<file path="config.mk">
export PLATFORM = sky130hd
export DESIGN_NAME = cursor_line_edit_buffer_unit
export DESIGN_NICKNAME = d
export VERILOG_FILES = /design/src/hw/rtl/clebu_pkg.sv /design/src/hw/rtl/cursor_line_edit_buffer_unit.sv /design/src/hw/rtl/clebu_cell.sv /design/src/hw/rtl/clebu_row.sv
export SDC_FILE = /design/constraint.sdc
export NUM_CORES = 2
export LEC_CHECK = 0
export BUFFER_PORTS_ARGS = -buffer_cell sky130_fd_sc_hd__buf_2
export CAP_MARGIN = 20
export CELL_PAD_IN_SITES_DETAIL_PLACEMENT = 1
export CELL_PAD_IN_SITES_GLOBAL_PLACEMENT = 2
export CORE_ASPECT_RATIO = 0.7
export CORE_MARGIN = 1.5
export CORE_UTILIZATION = 46
export DETAILED_ROUTE_END_ITERATION = 16
export PLACE_DENSITY = 0.95
export SYNTH_ARGS = -nofsm -noshare
export SYNTH_HDL_FRONTEND = slang
export SYNTH_SLANG_ARGS = --single-unit
</file>
<file path="constraint.sdc">
create_clock -name clk -period 7.6 [get_ports clk]
set_input_delay 0.76 -clock clk [delete_from_list [all_inputs] [get_ports clk]]
set_output_delay 0.76 -clock clk [all_outputs]
set_load 0.005 [all_outputs]
</file>
<file path="src/hw/rtl/clebu_pkg.sv">
// ----------------------------------------------------------------------------
// clebu_pkg - shared definitions for the cursor line edit buffer
// Item kinds, character codes, the cell operation code and the control
// group that the sequencer broadcasts along the row of character cells.
// ----------------------------------------------------------------------------
package clebu_pkg;

	// Width of the length, cursor and index counters; covers the largest line.
	localparam int CNT_W          = 6;
	localparam int CHAR_W         = 8;
	localparam int LINE_DEPTH_DEF = 63;

	localparam logic [CHAR_W-1:0] SYM_BACK     = 8'h42;
	localparam logic [CHAR_W-1:0] SYM_LEFT     = 8'h4C;
	localparam logic [CHAR_W-1:0] SYM_RIGHT    = 8'h52;
	localparam logic [CHAR_W-1:0] NEWLINE_CODE = 8'h0A;

	typedef enum logic [1:0] {
		KIND_EDIT  = 2'd0,
		KIND_START = 2'd1,
		KIND_EMIT  = 2'd2,
		KIND_NONE  = 2'd3
	} kind_t;

	typedef enum logic [1:0] {
		CELL_HOLD,
		CELL_INSERT,
		CELL_DELETE,
		CELL_ROTATE
	} cell_op_t;

	// Broadcast to every cell: each cell compares its own index with pos/lim.
	typedef struct packed {
		cell_op_t                op;
		logic [CNT_W-1:0]        pos;
		logic [CNT_W-1:0]        lim;
		logic [CHAR_W-1:0]       sym;
	} cell_ctrl_t;

endpackage

</file>
<file path="src/hw/rtl/cursor_line_edit_buffer_unit.sv">
// ----------------------------------------------------------------------------
// cursor_line_edit_buffer_unit - line editor with an edit cursor
// Keeps one bounded line in a row of character cells and edits it by start,
// edit and emit items; an emit streams the line and a closing newline.
// ----------------------------------------------------------------------------
//
// Channel  Direction  Handshake                  Payload
// item     in         item_valid / item_stall    kind, symbol
// result   out        result_valid / result_stall out_char, last, overflowed
//
// A start or edit beat is taken at once, and any shift of the row of cells
// happens in the same edge, so the next item may follow at once.
// An emit beat takes line length + 1 result beats (at most LINE_DEPTH + 1),
// one per cycle while the result side does not stall; each streamed character
// rotates the row by one place, so the line is back in order afterwards.
// item_stall is high for the whole of an emit.
// After reset the line is empty, the cursor is at its start and the overflow
// flag is clear; the cells themselves are not cleared, as only characters
// below the line length are ever streamed out.
module cursor_line_edit_buffer_unit #(
	parameter int LINE_DEPTH = clebu_pkg::LINE_DEPTH_DEF
) (
	input  logic                             clk,
	input  logic                             arst_n,
	input  logic                             item_valid,
	output logic                             item_stall,
	input  logic [1:0]                       kind,
	input  logic [clebu_pkg::CHAR_W-1:0]     symbol,
	output logic                             result_valid,
	input  logic                             result_stall,
	output logic [clebu_pkg::CHAR_W-1:0]     out_char,
	output logic                             last,
	output logic                             overflowed
);

	localparam int CNT_W = clebu_pkg::CNT_W;
	localparam logic [CNT_W-1:0] DEPTH_C = CNT_W'(LINE_DEPTH);
	localparam logic [CNT_W-1:0] ONE_C   = CNT_W'(1);

	typedef enum logic {
		ST_IDLE,
		ST_EMIT
	} state_t;

	state_t                       state_q;
	logic [CNT_W-1:0]             len_q;
	logic [CNT_W-1:0]             cur_q;
	logic                         drop_q;
	logic [CNT_W-1:0]             idx_q;
	logic                         res_valid_q;
	logic [clebu_pkg::CHAR_W-1:0] res_char_q;
	logic                         res_last_q;
	logic                         res_over_q;

	logic [CNT_W-1:0]             len_d;
	logic [CNT_W-1:0]             cur_d;
	logic                         drop_d;
	logic                         go_emit;
	logic                         accept;
	logic                         out_free;
	clebu_pkg::cell_ctrl_t        ctrl;
	logic [clebu_pkg::CHAR_W-1:0] head_char;

	assign item_stall = (state_q == ST_EMIT);
	assign accept     = item_valid && !item_stall;
	// The result register may be loaded when empty or when its beat leaves.
	assign out_free   = !res_valid_q || !result_stall;

	// Decode the accepted item into one broadcast operation for the cells and
	// the next length, cursor and overflow flag.
	always_comb begin
		ctrl.op  = clebu_pkg::CELL_HOLD;
		ctrl.pos = cur_q;
		ctrl.lim = len_q;
		ctrl.sym = symbol;
		len_d    = len_q;
		cur_d    = cur_q;
		drop_d   = drop_q;
		go_emit  = 1'b0;
		if (state_q == ST_IDLE && accept) begin
			unique case (clebu_pkg::kind_t'(kind))
				clebu_pkg::KIND_START: begin
					// The start symbol is always stored literally as the first
					// character; the line is never full at this point.
					ctrl.op  = clebu_pkg::CELL_INSERT;
					ctrl.pos = '0;
					ctrl.lim = '0;
					len_d    = ONE_C;
					cur_d    = ONE_C;
					drop_d   = 1'b0;
				end
				clebu_pkg::KIND_EDIT: begin
					priority if (symbol == clebu_pkg::SYM_BACK) begin
						// Backspace at the start of the line is ignored.
						if (cur_q != '0) begin
							ctrl.op  = clebu_pkg::CELL_DELETE;
							ctrl.pos = cur_q - ONE_C;
							ctrl.lim = len_q - ONE_C;
							len_d    = len_q - ONE_C;
							cur_d    = cur_q - ONE_C;
						end
					end else if (symbol == clebu_pkg::SYM_LEFT) begin
						if (cur_q != '0) begin
							cur_d = cur_q - ONE_C;
						end
					end else if (symbol == clebu_pkg::SYM_RIGHT) begin
						if (cur_q < len_q) begin
							cur_d = cur_q + ONE_C;
						end
					end else if (len_q == DEPTH_C) begin
						// A full line drops the character and remembers that it did so.
						drop_d = 1'b1;
					end else begin
						ctrl.op = clebu_pkg::CELL_INSERT;
						len_d   = len_q + ONE_C;
						cur_d   = cur_q + ONE_C;
					end
				end
				clebu_pkg::KIND_EMIT: begin
					go_emit = 1'b1;
				end
				clebu_pkg::KIND_NONE: begin
				end
			endcase
		end else if (state_q == ST_EMIT && out_free && idx_q != len_q) begin
			// Streaming a character: rotate the used part of the row by one.
			ctrl.op  = clebu_pkg::CELL_ROTATE;
			ctrl.lim = len_q - ONE_C;
		end
	end

	clebu_row #(
		.LINE_DEPTH(LINE_DEPTH)
	) u_row (
		.clk      (clk),
		.ctrl     (ctrl),
		.head_char(head_char)
	);

	// Sequencer: line bookkeeping, emit counter and the result register.
	always_ff @(posedge clk or negedge arst_n) begin
		if (!arst_n) begin
			state_q     <= ST_IDLE;
			len_q       <= '0;
			cur_q       <= '0;
			drop_q      <= 1'b0;
			idx_q       <= '0;
			res_valid_q <= 1'b0;
			res_char_q  <= '0;
			res_last_q  <= 1'b0;
			res_over_q  <= 1'b0;
		end else begin
			len_q  <= len_d;
			cur_q  <= cur_d;
			drop_q <= drop_d;
			// During an emit the result register is reloaded below whenever
			// its beat leaves, so it is only emptied here outside an emit.
			if (res_valid_q && !result_stall && state_q != ST_EMIT) begin
				res_valid_q <= 1'b0;
			end
			unique case (state_q)
				ST_IDLE: begin
					if (go_emit) begin
						state_q <= ST_EMIT;
						idx_q   <= '0;
					end
				end
				ST_EMIT: begin
					if (out_free) begin
						res_valid_q <= 1'b1;
						res_over_q  <= drop_q;
						if (idx_q == len_q) begin
							res_char_q <= clebu_pkg::NEWLINE_CODE;
							res_last_q <= 1'b1;
							state_q    <= ST_IDLE;
						end else begin
							res_char_q <= head_char;
							res_last_q <= 1'b0;
							idx_q      <= idx_q + ONE_C;
						end
					end
				end
				default: begin
					state_q <= ST_IDLE;
				end
			endcase
		end
	end

	assign result_valid = res_valid_q;
	assign out_char     = res_char_q;
	assign last         = res_last_q;
	assign overflowed   = res_over_q;

	// The cursor never passes the end of the line.
	a_cursor_in_line: assert property (@(posedge clk) disable iff (!arst_n)
		cur_q <= len_q)
		else $error("cursor beyond end of line");

	// The line never outgrows the row of cells.
	a_len_bounded: assert property (@(posedge clk) disable iff (!arst_n)
		len_q <= DEPTH_C)
		else $error("line length beyond depth");

	// Finishing an emit puts the closing newline into the result register.
	a_emit_ends_newline: assert property (@(posedge clk) disable iff (!arst_n)
		(state_q == ST_EMIT && out_free && idx_q == len_q)
		|=> (res_valid_q && res_last_q && res_char_q == clebu_pkg::NEWLINE_CODE))
		else $error("emit did not close with a newline");

	// The line is not edited while it is being streamed out.
	a_line_frozen_in_emit: assert property (@(posedge clk) disable iff (!arst_n)
		(state_q == ST_EMIT) |=> ($stable(len_q) && $stable(cur_q) && $stable(drop_q)))
		else $error("line changed during emit");

	// The streaming counter never runs past the line length.
	a_idx_bounded: assert property (@(posedge clk) disable iff (!arst_n)
		(state_q == ST_EMIT) |-> (idx_q <= len_q))
		else $error("emit index beyond line length");

endmodule

</file>
<file path="src/hw/rtl/clebu_cell.sv">
// ----------------------------------------------------------------------------
// clebu_cell - one character position of the line
// Holds one character and, by the broadcast operation, keeps it, takes the
// new symbol, the character of its left or right neighbour, or the head character.
// ----------------------------------------------------------------------------
module clebu_cell #(
	parameter int IDX = 0
) (
	input  logic                             clk,
	input  clebu_pkg::cell_ctrl_t            ctrl,
	input  logic [clebu_pkg::CHAR_W-1:0]     left_char,
	input  logic [clebu_pkg::CHAR_W-1:0]     right_char,
	input  logic [clebu_pkg::CHAR_W-1:0]     head_char,
	output logic [clebu_pkg::CHAR_W-1:0]     char_out
);

	localparam logic [clebu_pkg::CNT_W-1:0] IDX_C = clebu_pkg::CNT_W'(IDX);

	logic [clebu_pkg::CHAR_W-1:0] char_q;

	always_ff @(posedge clk) begin
		unique case (ctrl.op)
			clebu_pkg::CELL_INSERT: begin
				// Open a gap at the cursor: cells above it move up by one.
				if (IDX_C == ctrl.pos) begin
					char_q <= ctrl.sym;
				end else if (IDX_C > ctrl.pos && IDX_C <= ctrl.lim) begin
					char_q <= left_char;
				end
			end
			clebu_pkg::CELL_DELETE: begin
				if (IDX_C >= ctrl.pos && IDX_C < ctrl.lim) begin
					char_q <= right_char;
				end
			end
			clebu_pkg::CELL_ROTATE: begin
				// The first character wraps round to the last used place.
				if (IDX_C < ctrl.lim) begin
					char_q <= right_char;
				end else if (IDX_C == ctrl.lim) begin
					char_q <= head_char;
				end
			end
			clebu_pkg::CELL_HOLD: begin
			end
			default: begin
			end
		endcase
	end

	assign char_out = char_q;

endmodule

</file>
<file path="src/hw/rtl/clebu_row.sv">
// ----------------------------------------------------------------------------
// clebu_row - the row of character cells
// Chains LINE_DEPTH cells so that each sees both neighbours and the head of
// the line; the head cell drives the character that is streamed out.
// ----------------------------------------------------------------------------
module clebu_row #(
	parameter int LINE_DEPTH = clebu_pkg::LINE_DEPTH_DEF
) (
	input  logic                             clk,
	input  clebu_pkg::cell_ctrl_t            ctrl,
	output logic [clebu_pkg::CHAR_W-1:0]     head_char
);

	logic [clebu_pkg::CHAR_W-1:0] chars [LINE_DEPTH];

	for (genvar g = 0; g < LINE_DEPTH; g++) begin : g_cell
		logic [clebu_pkg::CHAR_W-1:0] left_c;
		logic [clebu_pkg::CHAR_W-1:0] right_c;

		if (g == 0) begin : g_first
			assign left_c = chars[g];
		end else begin : g_inner_l
			assign left_c = chars[g-1];
		end

		if (g == LINE_DEPTH - 1) begin : g_last
			assign right_c = chars[g];
		end else begin : g_inner_r
			assign right_c = chars[g+1];
		end

		clebu_cell #(
			.IDX(g)
		) u_cell (
			.clk       (clk),
			.ctrl      (ctrl),
			.left_char (left_c),
			.right_char(right_c),
			.head_char (chars[0]),
			.char_out  (chars[g])
		);
	end

	assign head_char = chars[0];

endmodule
</file>
==> impl_metrics.py <==
metrics = {
    "sta": {
        "setup_viol": 0,
        "fin_skew_ps": 33.26,
        "hold_viol_final": 0,
        "slew_headroom_pct": 12.17,
        "drv_slew": 0,
        "fin_crit_ps": 5767,
        "worst_pin_slew_ps": 1317,
        "max_freq_ghz": 0.1734,
        "min_period_over_period_pct": 75.89,
        "grt_setup_unrepaired": "false",
        "tns_ps": 0,
    },
    "clock_network": {
        "post_cts_resized": 0,
        "cts.sinks": 535,
        "cts_buffers": 55,
        "root_buffer": "clkbuf_16",
        "cts_tree": "yes",
        "clk_path_buf_depth": 3,
        "cts-htree-levels": 2,
        "clock_latency_ps": 680,
        "post_cts_buffers": 0,
        "clk_pin_slew_ps": 70,
        "postCtsHoldBufs": 0,
    },
    "placed_design": {
        "gp_congestion": 1.144,
        "hpwl_mm": 115.2,
        "post_dp_cell_area_um2": 35680,
        "port_buffers": 25,
    },
    "yosys": {
        "synth.area.top_cells": "edfxtp_1 44%, mux2i_1 9.5%, nand2_1 5.4%",
        "synth.cell_area_um2": 34640,
        "synth_common_cells": "504 x edfxtp_1, 496 x nand2_1, 330 x mux2i_1",
        "avgSynthCellArea_um2": 9.936,
        "synthFlopType": "edfxtp_1",
        "ys_seq_elements": 535,
        "synth.distinct_cells": 107,
        "synth_most_common_cell": "edfxtp_1",
        "synth_top_cell_area_share_pct": 43.69,
        "yosys_warnings": 0,
        "synth_edf_count": 504,
        "ys_seq_area_share_pct": 45.93,
        "netlist_instances": 3486,
        "syn_nets": 3510,
        "yosys.area.top_type": "edfxtp_1",
        "async_reset_ff_share_pct": 5.794,
    },
    "cells_and_area": {
        "stdcell_area_um2": 37580,
        "drive_gt1_share_pct": 12.31,
        "nets": 3414,
        "syn_to_final_growth_pct": 8.500,
    },
    "global_route": {
        "grtUsageMet1_pct": 60.44,
        "grt_util_met3_pct": 18.31,
        "grt_pass1_wl_mm": 242.5,
        "grt_overflow_total": 0,
        "grt_max_degree": 83,
        "met2_usage_pct": 57.01,
        "grt_usage_pct": 43.17,
        "grt_pass1_vias": 33590,
        "grt_antenna_before_repair": 7,
        "busiest_layer": "met1",
    },
    "floorplan": {
        "die_area_um2": 76980,
        "die-height_um": 232.6,
        "start_util_pct": 46.85,
        "die_w_um": 331.0,
        "rows": 83,
        "pin_count": 26,
        "core_area_um2": 73940,
    },
    "drt": {
        "detail_route.wl_per_cell_um": 38.34,
        "detail_route.vias_per_cell": 7.914,
        "drcViolationCount": 0,
        "initialDrtViolationCount": 6556,
        "ant_nets": 0,
        "num_vias": 35010,
        "routed_wl_mm": 169.6,
        "drt_pass1_iterations": 8,
    },
    "power": {
        "peakVddDrop_mv": 0.2253,
        "power_density_nw_per_um2": 513.3,
        "leakage_nw": 13.94,
    },
    "worst_setup_path": {
        "regToRegSetupSlack_ps": 1830,
        "worst-path-max-fanout": 17,
        "critPathKind": "reg -> reg",
        "startpoint_type": "register",
        "required_ps": 7980,
        "end_kind": "register",
        "cp.arrival_ps": 6150,
    },
    "hold_path": {
        "hp-class": "in -> async",
    },
    "run": {
        "cap_violations": 0,
    },
    "status": {
        "status": "completed",
    },
}
logic make-up (layout without fill, tap and decap cells):
group | Yosys count | after routing | share of synthesized area (%)
buffers and inverters | 329 | 278 | 4.049
AND/OR/NAND/NOR | 1037 | 1037 | 14.08
XOR/XNOR | 12 | 12 | 0.3035
AO/OA/AOI/OAI | 1223 | 1223 | 25.41
other | 0 | 12 | 0
flip-flops | 535 | 535 | 45.93
multiplexers | 340 | 340 | 9.861
adder cells (fa/ha/maj) | 10 | 10 | 0.3612
critical path, stage by stage, from the launching register on:
cell and delay (ps):
dfrtp_1 580, inv_1 320, ha_1 330, or4b_4 540
nor2_4 360, a2111oi_2 130, a21o_1 190, buf_4 220
nor3_4 890, nand2_1 440, nor2_1 450, a31oi_1 150
a211oi_1 550, buf_4 280
state kept, by name, indices dropped and copies added (netlist names):
name                          count
idx_q                             6
item_stall                        1
result_valid                      1
overflowed                        1
cur_q                             6
drop_q                            1
last                              1
out_char                          8
len_q                             6
u_row.g_cell.u_cell.char_out    504
per-stage QoR:
| stage | worst slack (ps) | util [%] | cells | hold WS [ps] | power (mW) |
|---|---|---|---|---|---|
| finish | 1833 | 50.83 | 4424 | 150.5 | 19.29 |
| global route | 1750 | 50.79 | 4412 | 210.0 | 19.59 |
| CTS | 1778 | 50.69 | 4402 | 166.9 | 18.51 |
| detailed placement | 1285 | 48.26 | 4300 | 455.0 | 15.61 |
| global placement | 1414 | 48.24 | 4298 | 452.2 | 15.17 |
| floorplan | 2912 | - | 3486 | 438.9 | 11.66 |
report_power, final:
part / leakage [nW] / switching [mW] / total [mW] / internal [mW]
sequential: 5.07 / 1.05 / 6.42 / 5.37
clock: 0.880 / 1.32 / 2.88 / 1.56
combinational: 8.00 / 7.12 / 10.0 / 2.87
layout by cell type (no fill, tap or decap), types with 40 or more instances in the layout:
master	n
edfxtp_1	504
nand2_1	494
mux2i_1	330
a21oi_1	268
o21ai_0	231
nand3_1	188
a221o_1	185
nor2_1	152
a22oi_1	138
buf_4	128
o221ai_1	123
clkbuf_16	56
o21ai_1	40
area by class of cell:
type                    count  area, um^2
well taps                 977        1222
inverters                  20       75.07
multi-input cells        2622       17430
repair buffers            156        1109
flip-flops and latches    535       15910
clock buffers              65        1435
fillers                  8124       36360
diodes                     12       30.03
clock inverters            37       366.6
worst paths after layout:
| kind | startpoint | endpoint | cells after the start |
|---|---|---|---|
| worst max register to register | cur_q[0]$_DFFE_PN0P_ | u_row.g_cell[42].u_cell.char_out[5]$_DFFE_PP_ | 13 |
| worst min-delay path | arst_n | cur_q[0]$_DFFE_PN0P_ | 1 |
| worst max-delay path | cur_q[0]$_DFFE_PN0P_ | u_row.g_cell[42].u_cell.char_out[5]$_DFFE_PP_ | 13 |
| worst min register to register | out_char[1]$_DFFE_PN0P_ | out_char[1]$_DFFE_PN0P_ | 2 |
| min in group clk | result_stall | result_valid$_DFF_PN0_ | 3 |
| max in group asynchronous | arst_n | len_q[2]$_DFFE_PN0P_ | 1 |
routing by layer:
metal | routed length (um) | vias up
met5 | 46 | -
met4 | 8326 | 8
met3 | 28830 | 608
met2 | 66070 | 3292
met1 | 66350 | 17580
li1 | - | 13530
(Power assumes the default switching activity.)
